`config.mk`:
```
export PLATFORM = sky130hd
export DESIGN_NAME = fbnp_assemble
export DESIGN_NICKNAME = d
export VERILOG_FILES = /design/src/hw/rtl/fbnp_pkg.sv /design/src/hw/rtl/fbnp_assemble.sv
export SDC_FILE = /design/constraint.sdc
export NUM_CORES = 1
export LEC_CHECK = 0
export BUFFER_PORTS_ARGS = -buffer_cell sky130_fd_sc_hd__buf_2
export CORE_MARGIN = 1
export CORE_UTILIZATION = 45
export DETAILED_ROUTE_END_ITERATION = 10
export PLACE_DENSITY = 0.67
export SLEW_MARGIN = 20
export SYNTH_ARGS = -nofsm -noshare
export SYNTH_HDL_FRONTEND = slang
export SYNTH_SLANG_ARGS = --single-unit
```
`constraint.sdc`:
```
create_clock -name clk -period 3.9 [get_ports clk]
set_input_delay 0.195 -clock clk [delete_from_list [all_inputs] [get_ports clk]]
set_output_delay 0.195 -clock clk [all_outputs]
set_load 0.03 [all_outputs]
```
`src/hw/rtl/fbnp_pkg.sv`:
```
// Shared types and constants for the file block to node path translator.
// Holds the default tree geometry, region codes, depth codes and item structs.
// No dependencies.
package fbnp_pkg;

    // Default tree geometry
    localparam int DefInodeAddrs = 923;
    localparam int DefBlockAddrs = 1018;
    localparam int DefBlockNids  = 1018;

    // Field widths of the request and response items
    localparam int IndexW = 32;
    localparam int DepthW = 2;
    localparam int SlotW  = 10;
    localparam int Off1W  = 11;
    localparam int OffW   = 20;

    // Where a block index lands in the inode address tree
    typedef enum logic [2:0] {
        REGION_DIRECT    = 3'd0,
        REGION_DNODE0    = 3'd1,
        REGION_DNODE1    = 3'd2,
        REGION_IND0      = 3'd3,
        REGION_IND1      = 3'd4,
        REGION_DIND      = 3'd5,
        REGION_RANGE_ERR = 3'd6
    } region_t;

    // Tree depth codes
    localparam logic [DepthW-1:0] DEPTH_DIRECT = 2'd0;
    localparam logic [DepthW-1:0] DEPTH_DNODE  = 2'd1;
    localparam logic [DepthW-1:0] DEPTH_IND    = 2'd2;
    localparam logic [DepthW-1:0] DEPTH_DIND   = 2'd3;

    typedef struct packed {
        logic [IndexW-1:0] block_index;
    } in_item_t;

    typedef struct packed {
        logic              out_of_range;
        logic [DepthW-1:0] depth;
        logic [SlotW-1:0]  slot0;
        logic [SlotW-1:0]  slot1;
        logic [SlotW-1:0]  slot2;
        logic [SlotW-1:0]  slot3;
        logic [Off1W-1:0]  node_off1;
        logic [OffW-1:0]   node_off2;
        logic [OffW-1:0]   node_off3;
    } out_item_t;

endpackage

```
`src/hw/rtl/fbnp_assemble.sv`:
```
// Result assembly and output register.
// Builds depth, slots and node offsets per region and holds the response.
// Depends on fbnp_pkg.
module fbnp_assemble #(
    parameter int INODE_ADDRS = fbnp_pkg::DefInodeAddrs,
    parameter int BLOCK_ADDRS = fbnp_pkg::DefBlockAddrs,
    parameter int BLOCK_NIDS  = fbnp_pkg::DefBlockNids,
    localparam int QW = $clog2(BLOCK_NIDS * BLOCK_NIDS),
    localparam int NW = $clog2(BLOCK_NIDS),
    localparam int RW = $clog2(BLOCK_ADDRS)
) (
    input  logic                          clk,
    input  logic                          rst_n,
    input  logic                          in_valid,
    output logic                          in_ready,
    input  fbnp_pkg::region_t             region,
    input  logic [fbnp_pkg::SlotW-1:0]    slot0,
    input  logic [RW-1:0]                 rem_addr,
    input  logic [QW-1:0]                 q_all,
    input  logic [NW-1:0]                 q_nid,
    output logic                          out_valid,
    input  logic                          out_ready,
    output fbnp_pkg::out_item_t           item
);
    import fbnp_pkg::*;

    localparam int OW = $clog2(8 + 3 * BLOCK_NIDS + BLOCK_NIDS * BLOCK_NIDS);

    logic              out_v_reg;
    out_item_t         item_reg;
    out_item_t         item_next;
    logic [NW-1:0]     q_sub;
    logic [OW-1:0]     dind_step;
    logic [OW-1:0]     dind_off2;
    logic [OW-1:0]     dind_off3;
    logic [OW-1:0]     ind0_off2;
    logic [OW-1:0]     ind1_off2;

    assign in_ready = !out_v_reg || out_ready;

    // Slot in the second-level node and the node offsets derived from it
    assign q_sub     = NW'(q_all - QW'(q_nid) * QW'(BLOCK_NIDS));
    assign dind_step = OW'(q_nid) * OW'(BLOCK_NIDS + 1);
    assign dind_off2 = OW'(6 + 2 * BLOCK_NIDS) + dind_step;
    assign dind_off3 = dind_off2 + OW'(1) + OW'(q_sub);
    assign ind0_off2 = OW'(4) + OW'(q_all);
    assign ind1_off2 = OW'(5 + BLOCK_NIDS) + OW'(q_all);

    // Fill the fields used at this depth; the rest stay zero
    always_comb
    begin
        item_next       = '0;
        item_next.slot0 = slot0;
        case (region)
            REGION_DIRECT:
            begin
                item_next.depth = DEPTH_DIRECT;
            end
            REGION_DNODE0:
            begin
                item_next.depth     = DEPTH_DNODE;
                item_next.slot1     = SlotW'(rem_addr);
                item_next.node_off1 = Off1W'(1);
            end
            REGION_DNODE1:
            begin
                item_next.depth     = DEPTH_DNODE;
                item_next.slot1     = SlotW'(rem_addr);
                item_next.node_off1 = Off1W'(2);
            end
            REGION_IND0:
            begin
                item_next.depth     = DEPTH_IND;
                item_next.slot1     = SlotW'(q_all);
                item_next.slot2     = SlotW'(rem_addr);
                item_next.node_off1 = Off1W'(3);
                item_next.node_off2 = OffW'(ind0_off2);
            end
            REGION_IND1:
            begin
                item_next.depth     = DEPTH_IND;
                item_next.slot1     = SlotW'(q_all);
                item_next.slot2     = SlotW'(rem_addr);
                item_next.node_off1 = Off1W'(4 + BLOCK_NIDS);
                item_next.node_off2 = OffW'(ind1_off2);
            end
            REGION_DIND:
            begin
                item_next.depth     = DEPTH_DIND;
                item_next.slot1     = SlotW'(q_nid);
                item_next.slot2     = SlotW'(q_sub);
                item_next.slot3     = SlotW'(rem_addr);
                item_next.node_off1 = Off1W'(5 + 2 * BLOCK_NIDS);
                item_next.node_off2 = OffW'(dind_off2);
                item_next.node_off3 = OffW'(dind_off3);
            end
            REGION_RANGE_ERR:
            begin
                item_next              = '0;
                item_next.out_of_range = 1'b1;
            end
            default:
            begin
                item_next              = '0;
                item_next.out_of_range = 1'b1;
            end
        endcase
    end

    // Hold the response until taken
    always_ff @(posedge clk or negedge rst_n)
    begin
        if (!rst_n)
            out_v_reg <= 1'b0;
        else if (in_ready)
            out_v_reg <= in_valid;
    end

    always_ff @(posedge clk)
    begin
        if (in_valid && in_ready)
            item_reg <= item_next;
    end

    assign out_valid = out_v_reg;
    assign item      = item_reg;

endmodule
```
==> impl_metrics.ini, run 1 <==
[status]
outcome = complete, but fails checks
violations = DRC, setup timing

[yosys]
syn_area_per_cell_um2 = 10.2
synth-seq-area-share_pct = 31.5
yosysWarnings = 0
synth_cell_types = 63
netlist.area_leader.share_pct = 31.2
yosys.area.top_type = edfxtp_1
synth-async-reset-ratio_pct = 1.12
synth_ff_type = edfxtp_1
syn_inst = 827
ys_ff_latch = 89
yosys-top-cells-count = inv_1 (118), ha_1 (91), edfxtp_1 (88)
synth_most_common_cell = inv_1
netlist_area_mm2 = 0.00847
synth_edf_count = 88
synth.net_count = 1036
yosys-top-cells-area = edfxtp_1 (31%), fa_1 (14%), ha_1 (13%)

[critical_path]
path_class = in -> reg
path_max_fanout = 6
critPathCaptureType = flip-flop
arrival_ns = 5.28
worstSetupStartpointType = input port
worst-endpoint-required_ns = 3.99

[floorplanning]
die_width_um = 139
dieArea_mm2 = 0.0194
rows = 49
initial_core_util_pct = 46.5
pin_count = 153
dieHeight_um = 139
core_area_mm2 = 0.0182

[clock_tree]
cts_tree = yes
cts_sinks = 89
cts_root_buf = clkbuf_16
cts_buffer_depth = 2
cts-buffers-inserted = 9
htree_levels = 3
cts.reportedPaths.clkPinSlew_ns = 0.07
clkLatencyLatePin_ns = 0.34

[timing]
max_clock_freq_ghz = 0.193
setup_ws_ns = -1.29
slew_headroom_pct = 49.1
fin_crit_sh_pct = 133
min_period_ns = 5.19
rsz0062_at_grt = yes
final_hold_viol_count = 0
worstMarginPinSlew_ns = 0.761
finalSetupViolations = 25
hold_ws_ns = 0.0769
report.final.slew_viol_count = 0
fin_skew_ns = 0.0139

[cells_and_area]
diodes = 0
stdcell_count = 1362
largest_reg_flops = 88
final_util_pct = 66.2
fillers = 1374
multi_input_area_mm2 = 0.00615
drive_above_1_share_pct = 42.2
nets = 1337
regArea_mm2 = 0.00267
area.growth.synth_to_final_pct = 42.4

[global_route]
track_usage_pct = 24.6
grt_pass1_vias = 7357
grt.overflow.total = 0
grt_pass1_wl_mm = 37.6
grt_max_degree = 89
grt_antenna_before_repair = 0

[routing]
drt_iter0_markers = 418
vias = 7342
drc = 19
firstDrtPassIters = 9
wire_per_inst_um = 17.3
via_per_inst = 5.39
postRouteAntennaNets = 0
drt-total-wl_mm = 23.5

[placed_design]
dpl.hpwl_mm = 18.1
gp_congestion = 0.917
port_buffers = 152
dp.cells = 1311

[worst_hold_path]
worstHoldPathType = in -> reg

[job]
cap_violations = 0
## logic make-up (layout without fill, tap and decap cells)
group | Yosys count | after routing | share of synthesized area, %
buf+inv | 153 | 459 | 7.06
simple gates | 188 | 188 | 11.3
xor+xnor | 66 | 66 | 6.82
compound gates | 158 | 158 | 12.9
fa+ha+maj | 152 | 152 | 27.9
mux | 21 | 21 | 2.61
flops | 89 | 89 | 31.5
## worst paths after layout
check	slack (ns)	cells past startpoint	start	end
worst min register to register	0.55	2	out_valid	out_valid
worst max register to register	2.23	3	out_valid	item[91]
worst max-delay path	-1.29	19	q_nid[4]	item[18]
min in group asynchronous	0.16	2	rst_n	out_valid
worst min-delay path	0.08	2	in_valid	out_valid
max in group asynchronous	3.66	2	rst_n	out_valid
## per-layer routing
layer  global-route usage, %  routed length (um)  vias to the layer above
met5                       0                   0                        -
met4                    8.42                 624                        0
met3                    3.25                1420                       39
met2                    42.9               11600                      264
met1                    31.3                9820                     3541
li1                        -                   -                     3498
## layout make-up
| type | instances | share of cell area, % |
|---|---|---|
| multi-input combinational | 585 | 51.0 |
| sequential | 89 | 22.1 |
| timing repair buffer | 324 | 18.5 |
| inverter | 119 | 3.76 |
| tap | 229 | 2.38 |
| clock buffer | 9 | 1.87 |
| clock inverter | 7 | 0.384 |
## layout by cell type (no fill, tap or decap), types with 18 or more instances in the layout
cell type    n
o22ai_1     19
edfxtp_1    88
nor2_1      43
xor2_1      18
inv_1      103
xnor2_1     28
buf_4      148
buf_2      146
nand2_1     36
buf_6       23
fa_1        54
o21ai_0     23
ha_4        22
ha_1        67
## critical path, cell delays in order
cell	delay [ns]
buf_12	0.12
fa_2	0.58
inv_2	0.04
fa_1	0.53
inv_1	0.05
fa_2	0.41
fa_1	0.50
inv_1	0.05
fa_1	0.50
inv_2	0.05
ha_4	0.22
a21o_1	0.17
or3_1	0.30
o22a_1	0.21
xnor2_2	0.15
or4_4	0.42
or3_4	0.44
o311ai_4	0.23
o41ai_1	0.11
## what timing repair did
item | in CTS | in global routing
buffers inserted | 32 | 11
hold endpoints to repair | 1 | 0
setup endpoints to repair | 27 | 28
pin swaps | 59 | 41
resized for setup | 130 | 36
hold buffers | 1 | 0
## stage by stage
stage / setup WS, ns / setup TNS (ns) / area (um2)
3_5_place_dp: -1.81 / -33.72 / 10600
2_1_floorplan: -1.53 / -17.75 / 8660
5_1_grt: -1.44 / -24.15 / 12100
4_1_cts: -1.24 / -19.04 / 11800
6_report: -1.29 / -20.48 / 12100
3_3_place_gp: -1.67 / -30.75 / 10600
Power of run 1 is left out: the tool's default activity adds up to more than one toggle a clock period on the data nets, which glitch-free logic cannot reach.
==> run 2: changes to the inputs <==
- HOLD_SLACK_MARGIN: default -> 0.15
- SKIP_LAST_GASP: default -> 1
==> impl_metrics.ini, run 2 (synthesis gave the netlist of run 1 again) <==
[timing]
min_period_ns = 5.27
report.final.slew_viol_count = 0
slew_headroom_pct = 47.3
rsz0062_at_grt = yes
fin_skew_ns = 0.0107
hold_ws_ns = 0.155
fin_crit_sh_pct = 135
max_clock_freq_ghz = 0.190
finalSetupViolations = 25
final_hold_viol_count = 0
setup_ws_ns = -1.37
worstMarginPinSlew_ns = 0.788

[critical_path]
arrival_ns = 5.35
rr_worst_depth = 3
path_class = in -> reg
path_max_fanout = 5
timing.rr.end = item[74]
reg2reg_setup_slack_ns = 2.26
worst-endpoint-required_ns = 3.98
rr_startpoint = out_valid
worstSetupStartpointType = input port
critPathCaptureType = flip-flop

[placed_design]
dpl.hpwl_mm = 18.1
port_buffers = 152
gp_congestion = 0.917

[routing]
via_per_inst = 5.36
drt_iter0_markers = 404
drt-total-wl_mm = 23.9
vias = 7378
wire_per_inst_um = 17.4
postRouteAntennaNets = 0
firstDrtPassIters = 10
drc = 19

[worst_hold_path]
min_from = slot0[0]
hold_depth = 2
worstHoldPathType = in -> reg
holdPathEnd = item[81]

[cells_and_area]
final_cell_mix = buf_4 (150), buf_2 (146), inv_1 (104)
diodes = 0
drive_above_1_share_pct = 41.6
largest_reg_flops = 88
nets = 1351
final_common_cell = buf_4
area.growth.synth_to_final_pct = 44.1

[global_route]
grt_pass1_vias = 7424
track_usage_pct = 24.8
grt_antenna_before_repair = 0
grt_pass1_wl_mm = 37.9
grt.overflow.total = 0
grt_max_degree = 89

[clock_tree]
cts_root_buf = clkbuf_16
cts-buffers-inserted = 9
htree_levels = 3
cts_sinks = 89
cts.reportedPaths.clkPinSlew_ns = 0.07
cts_tree = yes
clkLatencyLatePin_ns = 0.34
cts_buffer_depth = 2

[floorplanning]
pin_count = 153
die_width_um = 139
rows = 49
dieHeight_um = 139
dieArea_mm2 = 0.0194
initial_core_util_pct = 46.5
core_area_mm2 = 0.0182

[status]
outcome = complete, but fails checks
violations = DRC, setup timing

[job]
cap_violations = 0
==> run 2: stage by stage <==
step	utilization (%)	setup TNS [ns]	cell area (um2)	setup slack, ns	cells
6_report	67.0	-21.55	12200	-1.37	1376
5_1_grt	67.0	-25.89	12200	-1.56	1376
4_1_cts	65.2	-19.16	11900	-1.24	1363
3_5_place_dp	58.2	-33.72	10600	-1.81	1311
3_3_place_gp	58.2	-30.75	10600	-1.67	1311
2_1_floorplan	-	-17.75	8660	-1.53	827
==> run 2: final cells by class <==
class / count / area (um2)
clock buffer: 9 / 225
clock inverter: 7 / 46.3
fill: 1356 / 6010
inverter: 119 / 453
multi-input combinational: 585 / 6150
sequential: 89 / 2670
tap: 229 / 287
timing repair buffer: 338 / 2380
==> run 2: timing repair <==
action	in CTS	in global routing
pin swaps	58	53
endpoints found under the setup margin	27	28
buffers inserted	32	17
hold endpoints to repair	11	0
gates resized for setup	126	43
hold buffers	12	0
==> run 2: worst max-delay path, cell delays in order <==
cell      delay [ns]
buf_12          0.12
fa_2            0.59
inv_2           0.04
fa_1            0.53
inv_1           0.05
fa_2            0.35
fa_1            0.53
inv_1           0.06
fa_1            0.49
inv_2           0.04
ha_4            0.29
a21oi_4         0.07
o21ai_2         0.17
mux2i_2         0.28
o311ai_4        0.16
or4_4           0.56
or3_4           0.44
o311ai_4        0.24
o41ai_1         0.13
==> run 2: worst max-delay path by stage <==
| stage | startpoint | end | slack [ns] | cells past startpoint |
|---|---|---|---|---|
| after CTS | q_nid[4] | item[18] | -1.24 | 19 |
| after floorplan | q_nid[5] | item[18] | -1.53 | 18 |
| after global routing | q_nid[4] | item[18] | -1.56 | 19 |
| after global placement | q_nid[5] | item[18] | -1.67 | 19 |
| after detailed placement | q_nid[1] | item[18] | -1.81 | 19 |
| final | q_nid[4] | item[18] | -1.37 | 19 |
==> run 2: layer usage <==
metal	global-route usage (%)	routed length, um	vias to the layer above
met5	0	0	-
met4	9.01	696	0
met3	3.42	1500	49
met2	43.1	11900	292
met1	31.4	9830	3510
li1	-	-	3527
Power of run 2 is left out for the same reason.
==> run 3: changes to the inputs <==
- SETUP_SLACK_MARGIN: default -> 0.15
==> impl_metrics.ini, run 3 (synthesis gave the netlist of run 1 again) <==
[cells_and_area]
final_common_cell = buf_4
area.growth.synth_to_final_pct = 45.7
largest_reg_flops = 88
diodes = 0
nets = 1357
final_cell_mix = buf_4 (150), buf_2 (146), inv_1 (101)
drive_above_1_share_pct = 42.3

[floorplanning]
core_area_mm2 = 0.0182
initial_core_util_pct = 46.5
dieHeight_um = 139
rows = 49
die_width_um = 139
pin_count = 153
dieArea_mm2 = 0.0194

[global_route]
grt.overflow.total = 0
grt_antenna_before_repair = 0
grt_max_degree = 89
grt_pass1_vias = 7369
grt_pass1_wl_mm = 37.5
track_usage_pct = 24.6

[timing]
setup_ws_ns = -1.32
finalSetupViolations = 26
slew_headroom_pct = 47.9
worstMarginPinSlew_ns = 0.778
fin_crit_sh_pct = 134
setup-tns-final_ns = -19.27
fin_skew_ns = 0.00719
hold_ws_ns = 0.165
final_hold_viol_count = 0
report.final.slew_viol_count = 0
max_clock_freq_ghz = 0.192
min_period_ns = 5.22
rsz0062_at_grt = yes

[worst_hold_path]
holdPathEnd = out_valid
min_from = out_ready
worstHoldPathType = in -> reg
hold_depth = 3

[routing]
drt_iter0_markers = 447
vias = 7397
wire_per_inst_um = 17.1
via_per_inst = 5.35
firstDrtPassIters = 9
drc = 19
drt-total-wl_mm = 23.7
postRouteAntennaNets = 0

[clock_tree]
cts_sinks = 89
cts_root_buf = clkbuf_16
clkLatencyLatePin_ns = 0.34
cts_buffer_depth = 2
htree_levels = 3
cts-buffers-inserted = 9
cts_tree = yes
cts.reportedPaths.clkPinSlew_ns = 0.06

[status]
outcome = complete, but fails checks
violations = DRC, setup timing

[critical_path]
reg2reg_setup_slack_ns = 2.25
worstSetupStartpointType = input port
timing.rr.end = item[29]
arrival_ns = 5.30
rr_worst_depth = 3
path_class = in -> reg
path_max_fanout = 5
critPathCaptureType = flip-flop
rr_startpoint = out_valid
worst-endpoint-required_ns = 3.98

[placed_design]
port_buffers = 152
dpl.hpwl_mm = 17.7
gp_congestion = 0.863

[job]
cap_violations = 0
-- run 3: cell types whose count changed in the layout (fill, tap and decap cells not counted), sizes merged --
cell,previous run,this run
dlygate4sd3,12,13
clkbuf,9,11
buf,326,331
clkinvlp,3,2
bufinv,0,2
inv,118,117
clkinv,5,3
-- run 3: timing repair --
| item | 4_1_cts | 5_1_grt |
|---|---|---|
| buffers inserted | 24 | 15 |
| pin swaps | 51 | 52 |
| endpoints found under the setup margin | 29 | 28 |
| hold buffers | 13 | 0 |
| endpoints found under the hold margin | 12 | 0 |
| resized for setup | 120 | 52 |
-- run 3: cell type report --
type	instances	area, um2
flip-flops and latches	89	2670
multi-input cells	585	6180
clock inverters	5	81.3
well taps	229	287
fillers	1369	5860
clock buffers	11	233
repair buffers	344	2440
inverters	119	453
-- run 3: stage by stage --
step	setup WS (ns)	utilization (%)	instances	instance area [um2]
after CTS	-1.27	65.3	1366	11900
after global placement	-1.67	58.4	1313	10600
final	-1.32	67.8	1382	12300
after global routing	-1.53	67.8	1382	12300
after floorplan	-1.53	-	827	8680
after detailed placement	-1.76	58.4	1313	10600
-- run 3: worst max path at each step --
stage | from | end | slack (ns) | depth (start not counted)
5_1_grt | q_nid[4] | item[18] | -1.53 | 19
4_1_cts | q_nid[4] | item[18] | -1.27 | 19
6_report | q_nid[4] | item[18] | -1.32 | 19
3_5_place_dp | q_nid[5] | item[18] | -1.76 | 19
2_1_floorplan | q_nid[5] | item[18] | -1.53 | 18
3_3_place_gp | q_nid[5] | item[18] | -1.67 | 19
-- run 3: routing by layer --
| metal | global-route usage, % | up-vias | wire, um |
|---|---|---|---|
| li1 | - | 3539 | - |
| met5 | 0 | - | 0 |
| met3 | 3.21 | 37 | 1240 |
| met2 | 42.8 | 255 | 11800 |
| met1 | 31.6 | 3566 | 10100 |
| met4 | 7.89 | 0 | 507 |
-- run 3: critical path, stage by stage --
cell and delay [ns]:
buf_12 0.11, buf_4 0.13, fa_2 0.57, inv_1 0.09, o21ai_0 0.31, fa_2 0.52, fa_1 0.51, inv_2 0.04
fa_1 0.51, inv_2 0.05, ha_4 0.22, a21o_1 0.16, or3_1 0.30, o22a_1 0.21, xnor2_2 0.15, or4_4 0.44
or3_4 0.42, o311ai_2 0.24, o41ai_1 0.12
Power of run 3 is left out for the same reason.
