==> config.mk <==
export PLATFORM = sky130hd
export DESIGN_NAME = fbnp_classify
export DESIGN_NICKNAME = d
export VERILOG_FILES = /design/src/hw/rtl/fbnp_pkg.sv /design/src/hw/rtl/fbnp_classify.sv
export SDC_FILE = /design/constraint.sdc
export NUM_CORES = 1
export LEC_CHECK = 0
export BUFFER_PORTS_ARGS = -buffer_cell sky130_fd_sc_hd__buf_2
export CAP_MARGIN = 20
export CELL_PAD_IN_SITES_DETAIL_PLACEMENT = 1
export CELL_PAD_IN_SITES_GLOBAL_PLACEMENT = 1
export CORE_MARGIN = 2
export CORE_UTILIZATION = 44
export DETAILED_ROUTE_END_ITERATION = 10
export HOLD_SLACK_MARGIN = 0.08
export PLACE_DENSITY = 0.88
export SLEW_MARGIN = 0
export SYNTH_ARGS = -nofsm -noshare
export SYNTH_HDL_FRONTEND = slang
export SYNTH_SLANG_ARGS = --single-unit
==> constraint.sdc <==
create_clock -name clk -period 4.8 [get_ports clk]
set_input_delay 0.24 -clock clk [delete_from_list [all_inputs] [get_ports clk]]
set_output_delay 0.24 -clock clk [all_outputs]
set_load 0.02 [all_outputs]
==> src/hw/rtl/fbnp_pkg.sv <==
// Shared types and constants for the file block to node path translator.
// Holds the default tree geometry, region codes, depth codes and item structs.
// No dependencies.
package fbnp_pkg;

    // Default tree geometry
    localparam int DefInodeAddrs = 923;
    localparam int DefBlockAddrs = 1018;
    localparam int DefBlockNids  = 1018;

    // Field widths of the request and response items
    localparam int IndexW = 32;
    localparam int DepthW = 2;
    localparam int SlotW  = 10;
    localparam int Off1W  = 11;
    localparam int OffW   = 20;

    // Where a block index lands in the inode address tree
    typedef enum logic [2:0] {
        REGION_DIRECT    = 3'd0,
        REGION_DNODE0    = 3'd1,
        REGION_DNODE1    = 3'd2,
        REGION_IND0      = 3'd3,
        REGION_IND1      = 3'd4,
        REGION_DIND      = 3'd5,
        REGION_RANGE_ERR = 3'd6
    } region_t;

    // Tree depth codes
    localparam logic [DepthW-1:0] DEPTH_DIRECT = 2'd0;
    localparam logic [DepthW-1:0] DEPTH_DNODE  = 2'd1;
    localparam logic [DepthW-1:0] DEPTH_IND    = 2'd2;
    localparam logic [DepthW-1:0] DEPTH_DIND   = 2'd3;

    typedef struct packed {
        logic [IndexW-1:0] block_index;
    } in_item_t;

    typedef struct packed {
        logic              out_of_range;
        logic [DepthW-1:0] depth;
        logic [SlotW-1:0]  slot0;
        logic [SlotW-1:0]  slot1;
        logic [SlotW-1:0]  slot2;
        logic [SlotW-1:0]  slot3;
        logic [Off1W-1:0]  node_off1;
        logic [OffW-1:0]   node_off2;
        logic [OffW-1:0]   node_off3;
    } out_item_t;

endpackage

==> src/hw/rtl/fbnp_classify.sv <==
// Input register and region classification stage.
// Compares the block index against the region bounds and subtracts the region base.
// Depends on fbnp_pkg.
module fbnp_classify #(
    parameter int INODE_ADDRS = fbnp_pkg::DefInodeAddrs,
    parameter int BLOCK_ADDRS = fbnp_pkg::DefBlockAddrs,
    parameter int BLOCK_NIDS  = fbnp_pkg::DefBlockNids,
    localparam int RelW = $clog2(BLOCK_ADDRS * BLOCK_NIDS * BLOCK_NIDS)
) (
    input  logic                          clk,
    input  logic                          rst_n,
    input  logic                          in_valid,
    output logic                          in_ready,
    input  logic [fbnp_pkg::IndexW-1:0]   block_index,
    output logic                          out_valid,
    input  logic                          out_ready,
    output fbnp_pkg::region_t             region,
    output logic [fbnp_pkg::SlotW-1:0]    slot0,
    output logic [RelW-1:0]               rel
);
    import fbnp_pkg::*;

    localparam int BndW = IndexW + 1;
    localparam logic [BndW-1:0] Bnd1 = BndW'(INODE_ADDRS);
    localparam logic [BndW-1:0] Bnd2 = BndW'(INODE_ADDRS + BLOCK_ADDRS);
    localparam logic [BndW-1:0] Bnd3 = BndW'(INODE_ADDRS + 2 * BLOCK_ADDRS);
    localparam logic [BndW-1:0] Bnd4 = Bnd3 + BndW'(BLOCK_ADDRS * BLOCK_NIDS);
    localparam logic [BndW-1:0] Bnd5 = Bnd4 + BndW'(BLOCK_ADDRS * BLOCK_NIDS);
    localparam logic [BndW-1:0] Bnd6 =
        Bnd5 + BndW'(BLOCK_ADDRS * BLOCK_NIDS * BLOCK_NIDS);

    logic                 idx_v_reg;
    logic [IndexW-1:0]    idx_reg;
    logic                 idx_ready;
    logic                 cls_v_reg;
    region_t              region_reg;
    region_t              region_next;
    logic [SlotW-1:0]     slot0_reg;
    logic [SlotW-1:0]     slot0_next;
    logic [RelW-1:0]      rel_reg;
    logic [RelW-1:0]      rel_next;
    logic [BndW-1:0]      idx_ext;
    logic [BndW-1:0]      base;
    logic [BndW-1:0]      rel_full;

    // Stage handshakes: a stage takes new data when empty or draining
    assign idx_ready = !cls_v_reg || out_ready;
    assign in_ready  = !idx_v_reg || idx_ready;

    // Hold the incoming transaction
    always_ff @(posedge clk or negedge rst_n)
    begin
        if (!rst_n)
            idx_v_reg <= 1'b0;
        else if (in_ready)
            idx_v_reg <= in_valid;
    end

    always_ff @(posedge clk)
    begin
        if (in_valid && in_ready)
            idx_reg <= block_index;
    end

    // Pick the region, its base and the inode slot
    always_comb
    begin
        idx_ext     = {1'b0, idx_reg};
        region_next = REGION_RANGE_ERR;
        base        = '0;
        slot0_next  = '0;
        if (idx_ext < Bnd1)
        begin
            region_next = REGION_DIRECT;
            slot0_next  = SlotW'(idx_reg);
        end
        else if (idx_ext < Bnd2)
        begin
            region_next = REGION_DNODE0;
            base        = Bnd1;
            slot0_next  = SlotW'(INODE_ADDRS + 1);
        end
        else if (idx_ext < Bnd3)
        begin
            region_next = REGION_DNODE1;
            base        = Bnd2;
            slot0_next  = SlotW'(INODE_ADDRS + 2);
        end
        else if (idx_ext < Bnd4)
        begin
            region_next = REGION_IND0;
            base        = Bnd3;
            slot0_next  = SlotW'(INODE_ADDRS + 3);
        end
        else if (idx_ext < Bnd5)
        begin
            region_next = REGION_IND1;
            base        = Bnd4;
            slot0_next  = SlotW'(INODE_ADDRS + 4);
        end
        else if (idx_ext < Bnd6)
        begin
            region_next = REGION_DIND;
            base        = Bnd5;
            slot0_next  = SlotW'(INODE_ADDRS + 5);
        end
        rel_full = idx_ext - base;
        if (region_next == REGION_DIRECT || region_next == REGION_RANGE_ERR)
            rel_next = '0;
        else
            rel_next = rel_full[RelW-1:0];
    end

    // Advance the classified transaction
    always_ff @(posedge clk or negedge rst_n)
    begin
        if (!rst_n)
            cls_v_reg <= 1'b0;
        else if (idx_ready)
            cls_v_reg <= idx_v_reg;
    end

    always_ff @(posedge clk)
    begin
        if (idx_v_reg && idx_ready)
        begin
            region_reg <= region_next;
            slot0_reg  <= slot0_next;
            rel_reg    <= rel_next;
        end
    end

    assign out_valid = cls_v_reg;
    assign region    = region_reg;
    assign slot0     = slot0_reg;
    assign rel       = rel_reg;

endmodule

==> results.toml, run 1 <==
[route]
vias = 3695
met3_length_um = 602
drtPass1Iterations = 5
wl_per_cell_um = 18.35
route.detailed.drc = 0
drt_wl_total_um = 11930
viasPerCell = 5.685
ant_nets = 0
top_layer = "met4"
met1_length_um = 5210
met2RoutedLength_um = 5844
drt_iter0_markers = 216

[critical_path]
path_cells = "or3_1 > nor4_1 > nand3_1 > a21o_4 > inv_2 > ha_1 > inv_1 > fa_1 > a211o_1 > a211oi_2 > o221a_2 > o21ai_2 > or4_1 > a21oi_1"
slowest_delay_ps = 480
cp-start-kind = "register"
path_delay_family = "simple AND/OR/NAND/NOR gates"
cp_num_buf_inv = 2
r2r_start = "idx_reg[22]"
crit_start = "idx_reg[22]"
crit_type = "reg -> reg"
crit_slowest_cell = "or3_1"
required_ps = 5010
reg2regPathDepth = 14
arrival_ps = 4710
reg2reg_slack_ps = 300
critical_path_depth = 14
critPathCaptureType = "register"
crit_fanout = 15
endpoint = "rel[28]"
timing.rr.end = "rel[28]"

[cells_and_area]
register_area_um2 = 2302
area_growth_pct = 24.71
final_common_cell = "buf_2"
largest_reg_flops = 32
finalInstanceArea_um2 = 5444
multiInputGateArea_um2 = 1977
num_antenna_cells = 0
drive_gt1_frac = 0.2205
fillers = 1063
final_cell_mix = "80 x buf_2, 75 x edfxtp_1, 34 x nand2_1, 34 x dlygate4sd3_1, 30 x nor2_1"
fin_nets = 570

[outcome]
status = "finished, final reports clean"

[power]
seq_power_share = 0.515
netSwitchingFraction = 0.3044
p_comb_frac = 0.226
power.switching_uw = 494.7
internal-power_mw = 1.130
power.density_nw_per_um2 = 298.5
power_leakage_nw = 2.147
power_mw = 1.625
ir_worst_vdd_v = 0.0001823
p_clk_frac = 0.259

[logic_synthesis]
synth_top_family_by_area = "compound AO/OA/AOI/OAI gates"
synth_fp_nets = 449
synthAdderAreaFrac = 0.06478
syn-cell-area_um2 = 4365
synth-edff-count = 75
async_flop_share = 0.02597
synthSimpleGateAreaFrac = 0.1611
muxShareOfSynthArea = 0.01605
yosysTopAreaCell = "edfxtp_1"
synth-xor-area-share = 0.02207
avgSynthCellArea_um2 = 11.16
synthDominantCellAreaShare = 0.5159
synth.area.top_cells = "edfxtp_1 52%, ha_1 6.0%, a21oi_1 3.3%, nand2_1 2.9%, nor2_1 2.6%"
syn_inst = 391
yosys_warnings = 0
ys_seq_area_frac = 0.5274
synth.distinct_cells = 65
synth_compound_area_frac = 0.1866
synth-main-ff-cell = "edfxtp_1"
ys_ff_latch = 77

[grt]
grt_first_pass_wirelength_um = 19200
grt_max_degree = 44
grt_pass1_vias = 3785
overflow = 0
antenna_found_initial = 0
grt_usage = 0.2271

[timing]
drv_slew = 0
fmax_mhz = 222.1
fin_worst_skew_ps = 13.30
max_slew_margin = 0.3246
fin_setup_tns_ps = 0
finalSetupViolations = 0
fin_crit_sh = 0.9380
finalHoldViolCount = 0
period_minus_slack_ps = 4502
worstMarginPinSlew_ps = 1013

[placed_design]
hpwl_um = 8458
place.gp.congestion = 0.9494
place_area_um2 = 4927
io_buffers = 80

[floorplan]
rows = 36
die_x_um = 103.6
die_h_um = 103.6
coreArea_um2 = 9684
dieArea_um2 = 10730
start_util = 0.4508
io_pins = 81

[run]
cap_violations = 0

[clock_network]
numCtsBuffers = 9
htreeDepth = 3
path_clk_slew_ps = 80
clkSinkCount = 77
cts_tree = "built"
clock_latency_ps = 370
cts_max_path_buffers = 2
cts-root-buf = "clkbuf_8"

[hold_path]
hold_path_class = "in -> reg"
## metal layers
layer / up-vias / track usage
li1: 1752 / -
met1: 1790 / 0.2858
met2: 131 / 0.3855
met3: 22 / 0.04091
met4: 0 / 0.09653
met5: - / 0
## power groups by stage
stage	Clock [mW]	Sequential (mW)	Combinational (mW)
3_3_place_gp	0	0.847	0.327
4_1_cts	0.429	0.836	0.364
5_1_grt	0.454	0.842	0.401
6_report	0.421	0.836	0.368
3_5_place_dp	0	0.851	0.340
2_1_floorplan	0	0.880	0.197
## cell families after synthesis
kind of cell	count (synthesis)
flip-flops	77
adder cells (fa/ha/maj)	22
AND/OR/NAND/NOR	134
XOR/XNOR	11
buffers and inverters	23
AO/OA/AOI/OAI	117
multiplexers	7
## area by class of cell
cell class / instances / share of cell area
Clock buffer: 11 / 0.02413
Clock inverter: 5 / 0.005286
Inverter: 12 / 0.008274
Multi-Input combinational cell: 291 / 0.3631
Sequential cell: 77 / 0.4229
Tap cell: 133 / 0.03057
Timing Repair Buffer: 121 / 0.1457
## worst min path at each step
stage          startpoint         to  slack [ps]  depth (start not counted)
2_1_floorplan       rst_n  idx_v_reg         -60                          0
3_3_place_gp        rst_n  out_valid          30                          1
3_5_place_dp        rst_n  out_valid          30                          1
4_1_cts         out_ready  out_valid         150                          3
5_1_grt             rst_n  out_valid         170                          2
6_report        out_ready  out_valid         160                          3
## cell usage after synthesis (all sizes together), types with 8 or more instances
library cell and n:
o21a 9, a21o 15, nand2b 10, edfxtp 75, o21ai 15, ha 21
xnor2 8, nor2 30, nor3 12, nand2 34, inv 12, a21oi 29
nand3 10
## what timing repair did
item,in CTS,in global routing
hold endpoints to repair,35,0
buffers inserted,0,1
hold buffers,34,0
endpoints found under the setup margin,0,5
resized for setup,0,2
## per-stage QoR
stage,instances,util,hold slack (ps),worst slack [ps]
3_5_place_dp,599,0.5088,28.05,218.7
3_3_place_gp,599,0.5088,25.92,382.8
5_1_grt,650,0.5621,167.7,-16.27
6_report,650,0.5621,163.6,297.7
4_1_cts,649,0.5605,147.7,177.7
2_1_floorplan,391,-,-55.59,460.6
## worst min-delay path, cell delays in order
cell	delay [ps]
buf_2	80
nand2b_1	120
nand2b_1	60
No activity file was read; power rests on OpenSTA's default activity.
==> inputs of run 2 (changes only) <==
==> constraint.sdc (replaced) <==
create_clock -name clk -period 4.8 [get_ports clk]
set_input_delay 0.72 -clock clk [delete_from_list [all_inputs] [get_ports clk]]
set_output_delay 0.72 -clock clk [all_outputs]
set_load 0.02 [all_outputs]
==> run 2 against run 1 <==
Net effect: global-route usage down 1.0 points; wire length fell by 4.8%; critical endpoint unchanged; count of clock-buffer cells in the layout stayed put; core utilization down 3.5 points; sequential share of layout area grew 2.8 points; non-clock buffer count fell by 34; largest power group unchanged; via count down 2.8%; worst hold slack worse by 42 ps; die area did not move.
==> results.toml, run 2 (synthesis gave the netlist of run 1 again) <==
[timing]
worstMarginPinSlew_ps = 1016
finalSetupViolations = 0
fmax_mhz = 221.8
fin_crit_sh = 0.9392
max_slew_margin = 0.3227
period_minus_slack_ps = 4508
finalHoldViolCount = 0
drv_slew = 0
fin_setup_tns_ps = 0
fin_worst_skew_ps = 11.56

[clock_network]
cts-root-buf = "clkbuf_8"
numCtsBuffers = 9
clock_latency_ps = 370
ctsHoldBuffers = 0
cts_tree = "built"
htreeDepth = 3
path_clk_slew_ps = 80
cts_max_path_buffers = 2
clkSinkCount = 77

[hold_path]
hold_path_class = "in -> async"

[route]
drtPass1Iterations = 5
drt_iter0_markers = 207
drt_wl_total_um = 11360
viasPerCell = 5.833
route.detailed.drc = 0
wl_per_cell_um = 18.44
vias = 3593
ant_nets = 0

[cells_and_area]
final_common_cell = "buf_2"
num_antenna_cells = 0
final_cells = 616
final_cell_mix = "80 x buf_2, 75 x edfxtp_1, 34 x nand2_1"
fin_nets = 536
finalInstanceArea_um2 = 5104
largest_reg_flops = 32
drive_gt1_frac = 0.2360
area_growth_pct = 16.91

[floorplan]
die_x_um = 103.6
die_h_um = 103.6
io_pins = 81
start_util = 0.4508
dieArea_um2 = 10730
rows = 36
coreArea_um2 = 9684

[power]
power_leakage_nw = 2.005
ir_worst_vdd_v = 0.0001810
power.density_nw_per_um2 = 313.1

[critical_path]
crit_type = "reg -> reg"
slowest_delay_ps = 480
cp_num_buf_inv = 2
path_cells = "or3_1 > nor4_1 > nand3_1 > a21o_4 > inv_2 > ha_1 > inv_1 > fa_1 > a211o_1 > a211oi_2 > o221a_2 > o21ai_2 > or4_1 > a21oi_1"
critical_path_depth = 14
r2r_start = "idx_reg[22]"
crit_fanout = 15
required_ps = 5010
reg2regPathDepth = 14
crit_slowest_cell = "or3_1"
arrival_ps = 4720
crit_start = "idx_reg[22]"
cp-start-kind = "register"
critPathCaptureType = "register"
path_delay_family = "simple AND/OR/NAND/NOR gates"

[grt]
overflow = 0
grt_max_degree = 44
grt_usage = 0.2167
grt_first_pass_wirelength_um = 18340
antenna_found_initial = 0
grt_pass1_vias = 3638

[placed_design]
io_buffers = 80
place_area_um2 = 4927
hpwl_um = 8458
place.gp.congestion = 0.9494
dp_cells = 599

[outcome]
status = "finished, final reports clean"

[run]
cap_violations = 0
==> run 2: changes by cell type in the layout (fill, tap and decap cells not counted) <==
| cell | before | now |
|---|---|---|
| dlygate4sd3_1 | 34 | 0 |
==> run 2: metal layers <==
layer / part of all wire / GRT usage / vias up / routed length [um]
li1: - / - / 1688 / -
met1: 0.44 / 0.2771 / 1754 / 5031
met2: 0.48 / 0.3614 / 126 / 5469
met3: 0.049 / 0.03524 / 25 / 552
met4: 0.027 / 0.1004 / 0 / 305
met5: 0 / 0 / - / 0
==> run 2: worst register-to-register path: stages, from the launching register on <==
cell      delay, ps
edfxtp_1        460
or3_1           480
nor4_1          420
nand3_1         230
a21o_4          330
inv_2            80
ha_1            180
inv_1            70
fa_1            440
a211o_1         350
a211oi_2        270
o221a_2         290
o21ai_2         150
or4_1           440
a21oi_1         170
==> run 2: area by class of cell <==
type | instances | area, um^2
multi-input combinational | 291 | 1977
inverter | 12 | 45.04
sequential | 77 | 2302
timing repair buffer | 87 | 452.9
clock buffer | 11 | 131.4
fill | 1088 | 4581
clock inverter | 5 | 28.78
tap | 133 | 166.4
==> run 2: stage by stage <==
step | hold WS, ps | setup slack (ps) | utilization | power (mW)
final | 121.6 | 291.8 | 0.5270 | 1.598
after global routing | 106.2 | -3.232 | 0.5270 | 1.669
after CTS | 102.5 | 177.7 | 0.5253 | 1.607
after detailed placement | 489.8 | 218.7 | 0.5088 | 1.191
after global placement | 465.6 | 382.8 | 0.5088 | 1.174
after floorplan | 424.4 | 460.6 | - | 1.077
==> run 2: path summary, 6_finish.rpt <==
path,to,slack [ps]
worst min-delay path,out_valid,120
max in group asynchronous,idx_v_reg,4580
worst min register to register,out_valid,500
worst max-delay path,rel[28],290
worst max register to register,rel[28],290
min in group clk,out_valid,500
==> run 2: where the power goes <==
part	switching, mW	leakage [nW]	internal [mW]
clock	0.232	0.0768	0.184
combinational	0.218	1.17	0.128
sequential	0.0363	0.754	0.800
==> run 2: timing repair <==
action / CTS / global route
resized for setup: 0 / 2
setup endpoints to repair: 0 / 5
buffers inserted: 0 / 1
==> inputs of run 3 (changes only) <==
Settings changed: BUFFER_PORTS_ARGS -buffer_cell sky130_fd_sc_hd__buf_2 to default, CORE_UTILIZATION 44 to 50, DONT_BUFFER_PORTS from default to 1, PLACE_DENSITY 0.88 to 0.87, SLEW_MARGIN 0 to 10.
==> run 3 against run 2 <==
Net effect: wire length decreased by 4.1%; critical path type unchanged; critical endpoint is now rel[22]; largest power group unchanged; sequential power increased by 5.4%; critical path depth unchanged; non-clock buffer count decreased by 79; total power increased by 8.6%.
==> results.toml, run 3 (synthesis gave the netlist of run 1 again) <==
[route]
route.detailed.drc = 0
drtPass1Iterations = 4
wl_per_cell_um = 21.27
drt_iter0_markers = 120
ant_nets = 0
drt_wl_total_um = 10890
vias = 3280
viasPerCell = 6.406

[critical_path]
arrival_ps = 4740
reg2regPathDepth = 14
endpoint = "rel[22]"
path_cells = "or3_1 > or3_1 > a41o_1 > a21o_4 > inv_2 > ha_1 > inv_1 > fa_1 > a211o_1 > a211oi_2 > o221a_2 > o21ai_2 > or4_1 > a21oi_1"
crit_fanout = 12
required_ps = 5010
timing.rr.end = "rel[22]"
slowest_delay_ps = 500
cp-start-kind = "register"
crit_start = "idx_reg[22]"
critPathCaptureType = "register"
crit_slowest_cell = "or3_1"
crit_path_frequent_cell = "or3_1"
r2r_start = "idx_reg[22]"
reg2reg_slack_ps = 260
crit_type = "reg -> reg"

[cells_and_area]
area_growth_pct = 9.143
largest_reg_flops = 32
final_cell_mix = "75 x edfxtp_1, 34 x nand2_1, 30 x nor2_1"
final_util = 0.5545
drive_gt1_frac = 0.08933
final_common_cell = "edfxtp_1"
fin_nets = 457

[timing]
drv_slew = 0
fin_setup_tns_ps = 0
worstMarginPinSlew_ps = 1016
finalSetupViolations = 0
grt_setup_unrepaired = "false"
fmax_mhz = 220.5
fin_crit_sh = 0.9448
finalHoldViolCount = 0
max_slew_margin = 0.3226
fin_ws_ps = 264.9
period_minus_slack_ps = 4535
fin_worst_skew_ps = 10.99

[grt]
overflow = 0
grt_first_pass_wirelength_um = 17490
grt_max_degree = 44
grt_usage = 0.2347
antenna_found_initial = 1
grt_pass1_vias = 3463

[hold_path]
hold_path_class = "in -> reg"

[power]
power_mw = 1.735
power.density_nw_per_um2 = 364.2
power_leakage_nw = 1.726
ir_worst_vdd_v = 0.0002238

[clock_network]
path_clk_slew_ps = 90
cts_tree = "built"
clock_latency_ps = 360
numCtsBuffers = 9
clkSinkCount = 77
cts_max_path_buffers = 2
htreeDepth = 3
cts-root-buf = "clkbuf_8"

[run]
cap_violations = 0

[floorplan]
die_x_um = 97.44
dieArea_um2 = 9495
coreArea_um2 = 8593
io_pins = 81
rows = 34
die_h_um = 97.44
start_util = 0.5080

[placed_design]
place.gp.congestion = 0.9055
io_buffers = 0
dp_slack_ps = 206.6
hpwl_um = 7844

[outcome]
status = "finished, final reports clean"
-- run 3: cell count changes in the layout (fill, tap and decap cells not counted), sizes merged --
| cell | delta |
|---|---|
| buf | -80 |
| bufinv | +3 |
| clkbuf | -2 |
| clkinvlp | -2 |
| clkinv | -1 |
| diode | +1 |
| dlygate4sd3 | +1 |
| inv | +1 |
-- run 3: worst min-delay path by stage --
stage	from	endpoint	depth (start not counted)
final	block_index[6]	idx_reg[6]	0
after floorplan	rst_n	idx_v_reg	0
after detailed placement	rst_n	idx_v_reg	0
after global placement	rst_n	out_valid	0
after global routing	block_index[21]	idx_reg[21]	0
after CTS	block_index[6]	idx_reg[6]	0
-- run 3: where the power goes --
part	internal (mW)	total (mW)	switching, mW
registers	0.803	0.881	0.0780
clock network	0.343	0.589	0.245
logic	0.0996	0.266	0.166
total	1.25	1.74	0.490
-- run 3: final cells by class --
type | instances | area, um^2
Clock buffer | 9 | 123.9
Antenna cell | 1 | 2.502
Inverter | 12 | 45.04
Multi-Input combinational cell | 291 | 1982
Tap cell | 108 | 135.1
Fill cell | 923 | 3829
Timing Repair Buffer | 8 | 62.56
Sequential cell | 77 | 2302
Clock inverter | 6 | 111.4
-- run 3: worst max-delay path: cells and delay by family (launching register included) --
family	cells	cell delay, ps
fa+ha+maj	2	600
compound gates	7	1880
buf+inv	2	130
simple gates	3	1300
flops	1	480
-- run 3: what timing repair did --
action	CTS	global route
buffers inserted	0	1
resized for setup	0	3
hold endpoints to repair	2	0
endpoints found under the setup margin	0	10
hold buffers	1	0
-- run 3: through the flow --
stage	area (um^2)	hold WS [ps]	cells
after floorplan	4365	424.4	391
after global placement	4496	424.5	494
after detailed placement	4496	424.5	494
after CTS	4741	435.6	510
after global routing	4765	431.7	512
final	4765	451.6	512
-- run 3: routing by layer --
| layer | track usage | part of all wire | vias to the layer above |
|---|---|---|---|
| li1 | - | - | 1528 |
| met1 | 0.2971 | 0.44 | 1605 |
| met2 | 0.3740 | 0.48 | 121 |
| met3 | 0.06187 | 0.055 | 26 |
| met4 | 0.1154 | 0.030 | 0 |
| met5 | 0 | 0 | - |
